<file path="config.mk">
export PLATFORM = sky130hd
export DESIGN_NAME = lpbd_scale
export DESIGN_NICKNAME = d
export VERILOG_FILES = /design/src/rtl/assert_macros.svh /design/src/rtl/lpbd_pkg.sv /design/src/rtl/lpbd_scale.sv
export SDC_FILE = /design/constraint.sdc
export NUM_CORES = 1
export LEC_CHECK = 0
export ABC_AREA = 1
export BUFFER_PORTS_ARGS = -buffer_cell sky130_fd_sc_hd__buf_4
export CAP_MARGIN = 20
export CORE_MARGIN = 2
export CORE_UTILIZATION = 25
export CTS_CLUSTER_SIZE = 24
export DETAILED_ROUTE_END_ITERATION = 8
export GPL_ROUTABILITY_DRIVEN = 0
export HOLD_SLACK_MARGIN = 0.05
export SYNTH_ARGS = -nofsm -noshare
export SYNTH_HDL_FRONTEND = slang
export SYNTH_SLANG_ARGS = --single-unit
</file>
<file path="constraint.sdc">
create_clock -name clk -period 3.8 [get_ports clk]
set_input_delay 0.19 -clock clk [delete_from_list [all_inputs] [get_ports clk]]
set_output_delay 0.19 -clock clk [all_outputs]
set_load 0.02 [all_outputs]
</file>
<file path="src/rtl/assert_macros.svh">
// ---------------------------------------------------------------------------
// Assertion macros
// Concurrent assertion forms used by the RTL.
// ---------------------------------------------------------------------------
`ifndef ASSERT_MACROS_SVH
`define ASSERT_MACROS_SVH

// Same-cycle implication, disabled while reset is high.
`define ASSERT_IMPLY(label, clk, rst, ante, cons) \
  label: assert property (@(posedge clk) disable iff (rst) (ante) |-> (cons)) \
    else $error("Assertion failed: same-cycle implication.");

// Next-cycle implication, disabled while reset is high.
`define ASSERT_NEXT(label, clk, rst, ante, cons) \
  label: assert property (@(posedge clk) disable iff (rst) (ante) |=> (cons)) \
    else $error("Assertion failed: next-cycle implication.");

`endif

</file>
<file path="src/rtl/lpbd_pkg.sv">
// ---------------------------------------------------------------------------
// LED pixel buffer package
// Types and constants shared by the pixel buffer delta engine.
// ---------------------------------------------------------------------------
`timescale 1ns / 1ps

package lpbd_pkg;

  localparam int LED_COUNT  = 256;
  localparam int LED_ADDR_W = $clog2(LED_COUNT);
  localparam int LEN_W      = 9;
  localparam int APB_ADDR_W = 3;
  localparam int APB_DATA_W = 32;

  localparam logic [LEN_W-1:0] LED_COUNT_LEN = LEN_W'(LED_COUNT);
  localparam logic [23:0]      BASE_RESET    = 24'hFF_FFFF;

  typedef logic [LED_ADDR_W-1:0] led_addr_t;

  typedef struct packed {
    logic [7:0] r;
    logic [7:0] g;
    logic [7:0] b;
  } color_t;

  typedef enum logic [2:0] {
    OP_FILL      = 3'd0,
    OP_WRITE     = 3'd1,
    OP_BASE      = 3'd2,
    OP_INTENSITY = 3'd3,
    OP_DELTA     = 3'd4,
    OP_READ      = 3'd5
  } op_t;

  typedef enum logic [1:0] {
    ST_IDLE,
    ST_LOOKUP,
    ST_SCALE,
    ST_FILL
  } state_t;

endpackage

</file>
<file path="src/rtl/lpbd_scale.sv">
// ---------------------------------------------------------------------------
// LED intensity scaler
// Registers level * base per channel, then divides each product by 255.
// ---------------------------------------------------------------------------
`timescale 1ns / 1ps

module lpbd_scale (
  input  logic                 clk,
  input  logic                 load,
  input  logic [7:0]           level,
  input  lpbd_pkg::color_t     base,
  output lpbd_pkg::color_t     scaled
);

  logic [15:0] prod_r;
  logic [15:0] prod_g;
  logic [15:0] prod_b;

  // Exact floor(x / 255) for any x up to 255 * 255.
  function automatic logic [7:0] div255(input logic [15:0] x);
    logic [15:0] t;
    t = x + {8'h00, x[15:8]} + 16'd1;
    return t[15:8];
  endfunction

  always_ff @(posedge clk) begin
    if (load) begin
      prod_r <= 16'(level) * 16'(base.r);
      prod_g <= 16'(level) * 16'(base.g);
      prod_b <= 16'(level) * 16'(base.b);
    end
  end

  assign scaled.r = div255(prod_r);
  assign scaled.g = div255(prod_g);
  assign scaled.b = div255(prod_b);

endmodule

</file>
==> impl_metrics.py <==
metrics = {
    "clocking": {
        "cts_root_buf": "clkbuf_16",
        "cts_tree": "yes",
        "clock_sinks": 48,
        "numCtsBuffers": 5,
        "post_cts_buffers": 0,
        "ctsResizeCount": 0,
        "cts_hold_buf": 0,
        "clockBufferDepth": 2,
        "clk_pin_slew_ps": 70,
        "h-tree-depth": 2,
    },
    "outcome": {
        "outcome": "finished, final reports clean",
    },
    "yosys": {
        "synth.distinct_cells": 24,
        "yosysWarnings": 0,
        "syn-cell-area_um2": 10260,
        "ys_seq_area_frac": 0.1405,
        "syn_area_per_cell_um2": 6.804,
        "synth_nets": 1779,
        "syn_inst": 1508,
        "ys_ff_latch": 48,
    },
    "sta": {
        "finalWorstSetupSlack_ps": 208.5,
        "rsz0062_at_grt": "no",
        "max_slew.worst_pin.slew_ps": 654.6,
        "hold_viol": 0,
        "max_freq_mhz": 278.4,
        "period_minus_slack_ps": 3592,
        "setup_viol": 0,
        "drv_slew": 0,
        "finalSetupTns_ps": 0,
        "maxSlewHeadroom": 0.5636,
        "min_period_over_period": 0.9451,
    },
    "floorplanning": {
        "dieArea_um2": 42680,
        "row_count": 74,
        "die-width_um": 206.6,
        "core_um2": 40650,
        "pin_count": 58,
        "die_y_um": 206.6,
        "initial_utilization": 0.2524,
    },
    "detailed_routing": {
        "drt_iter0_markers": 465,
        "routed_wl_um": 23080,
        "vias": 8711,
        "avgRoutedWirePerCell_um": 10.94,
        "route.detailed.drc": 0,
        "vias_per_cell": 4.128,
        "first_pass_iters": 5,
        "ant_nets": 0,
    },
    "global_route": {
        "grt_max_degree": 49,
        "grt_pass1_vias": 8606,
        "grt-ovfl-total": 0,
        "track_usage": 0.1142,
        "grt_pass1_wl_um": 40010,
        "antenna_found_initial": 4,
    },
    "critical_path": {
        "critical_path.max_fanout": 16,
        "crit_type": "in -> reg",
        "worst_path_most_repeated_cell": "nand2_1",
        "cp-start-kind": "input port",
        "required_ps": 3860,
        "slowest_delay_ps": 520,
        "crit_arrival_ps": 3650,
        "cp.buffers_inverters": 5,
        "crit_family": "adder cells",
        "worst_setup_path_end_kind": "flop",
        "cpMaxStageDelayCell": "fa_1",
        "crit_chain": "buf_4 > buf_4 > nand2_1 > inv_1 > fa_1 > fa_1 > fa_1 > inv_1 > fa_1 > inv_1 > ha_1 > nand2_1 > nand2_1 > o21bai_1 > nand2_1 > nand3_1 > nand2_1 > nand2_1",
    },
    "final_layout": {
        "layout.nets": 1844,
        "area_growth_pct": 14.59,
        "stdcell_count": 2110,
        "final_cell_area_um2": 11760,
        "drive_gt1_frac": 0.07560,
    },
    "worst_hold_path": {
        "hp-class": "in -> reg",
    },
    "power": {
        "p_leak_uw": 0.007414,
        "vdd_drop_max_mv": 0.1972,
        "power.total_uw": 6554,
        "p_per_area_nw_per_um2": 557.5,
    },
    "placement": {
        "numPortBuffers": 57,
        "dp_slack_ps": -116.6,
        "dpl.hpwl_um": 19970,
        "dp.cells": 2098,
        "placed_area_um2": 11550,
    },
    "job": {
        "cap_viol_max_count": 0,
    },
}
## sequential cells by signal, summed over array words and instances (netlist names)
register	flops
prod_b	16
prod_g	16
prod_r	16
## synthesized netlist by cell type, drive strengths merged
library cell,number,area [um^2]
nand4,21,131.4
nand3,48,240.2
a21oi,36,180.2
xnor2,15,131.4
a21o,2,15.01
o21ai,13,87.58
nor3,15,90.09
o21bai,9,67.56
nand2b,3,18.77
edfxtp,48,1441
nand2,495,1866
or2,3,18.77
a21boi,3,22.52
fa,108,2162
inv,439,1648
nor2,63,236.5
nand3b,3,22.52
clkbuf,40,150.1
xor2,9,78.83
ha,129,1614
and2,6,37.54
## path summary, 6_finish.rpt
path	startpoint	end	slack [ps]	cells past startpoint
worst min-delay path	base[8]	prod_g[0]$_DFFE_PP_	230	3
worst max-delay path	level[4]	prod_b[12]$_DFFE_PP_	210	18
## metal layers
metal | track usage | share of wire
met2 | 0.2014 | 0.49
met3 | 0.01162 | 0.036
met4 | 0.03367 | 0.018
met5 | 0 | 0
met1 | 0.1471 | 0.45
## kinds of logic after synthesis
group | after synthesis | share of synthesized area
simple gates | 657 | 0.2594
buf+inv | 479 | 0.1752
fa+ha+maj | 237 | 0.3680
compound gates | 63 | 0.03634
flops | 48 | 0.1405
xor+xnor | 24 | 0.02049
## stage by stage
step,util,hold WS [ps]
global route,0.2892,235.3
finish,0.2892,226.6
detailed placement,0.2841,536.0
global placement,0.2841,531.4
CTS,0.2889,215.3
floorplan,-,302.5
## cells in the final DEF, fill, tap and decap left out
| cell type | count |
|---|---|
| nand3_1 | 48 |
| o21ai_2 | 6 |
| diode_2 | 4 |
| nor2_1 | 63 |
| nor3_1 | 12 |
| bufinv_16 | 2 |
| a21o_1 | 2 |
| o21bai_1 | 9 |
| nand4_1 | 21 |
| fa_1 | 108 |
| a21oi_2 | 1 |
| nand2_2 | 3 |
| xor2_1 | 9 |
| buf_4 | 95 |
| a21boi_1 | 3 |
| nand2_1 | 492 |
| buf_12 | 3 |
| nand3b_1 | 3 |
| a21oi_1 | 35 |
| and2_1 | 6 |
| clkbuf_16 | 5 |
| or2_1 | 3 |
| edfxtp_1 | 48 |
| o21ai_0 | 7 |
| nor3_2 | 3 |
| nand2b_1 | 3 |
| xnor2_1 | 15 |
| inv_1 | 439 |
| inv_6 | 1 |
| ha_1 | 129 |
## report_power, final
part           internal, uW  switching (uW)  leakage, uW
registers               928             229     0.000468
logic                  1940            2860      0.00685
clock network           380             211    0.0000944
## area by class of cell
class	count	area, um^2
Antenna cell	4	10.01
Clock buffer	5	125.1
Clock inverter	3	68.82
Fill cell	4368	28890
Inverter	439	1648
Multi-Input combinational cell	981	7024
Sequential cell	48	1441
Tap cell	532	665.6
Timing Repair Buffer	98	773.2
Power figures use the tool's default switching activity.
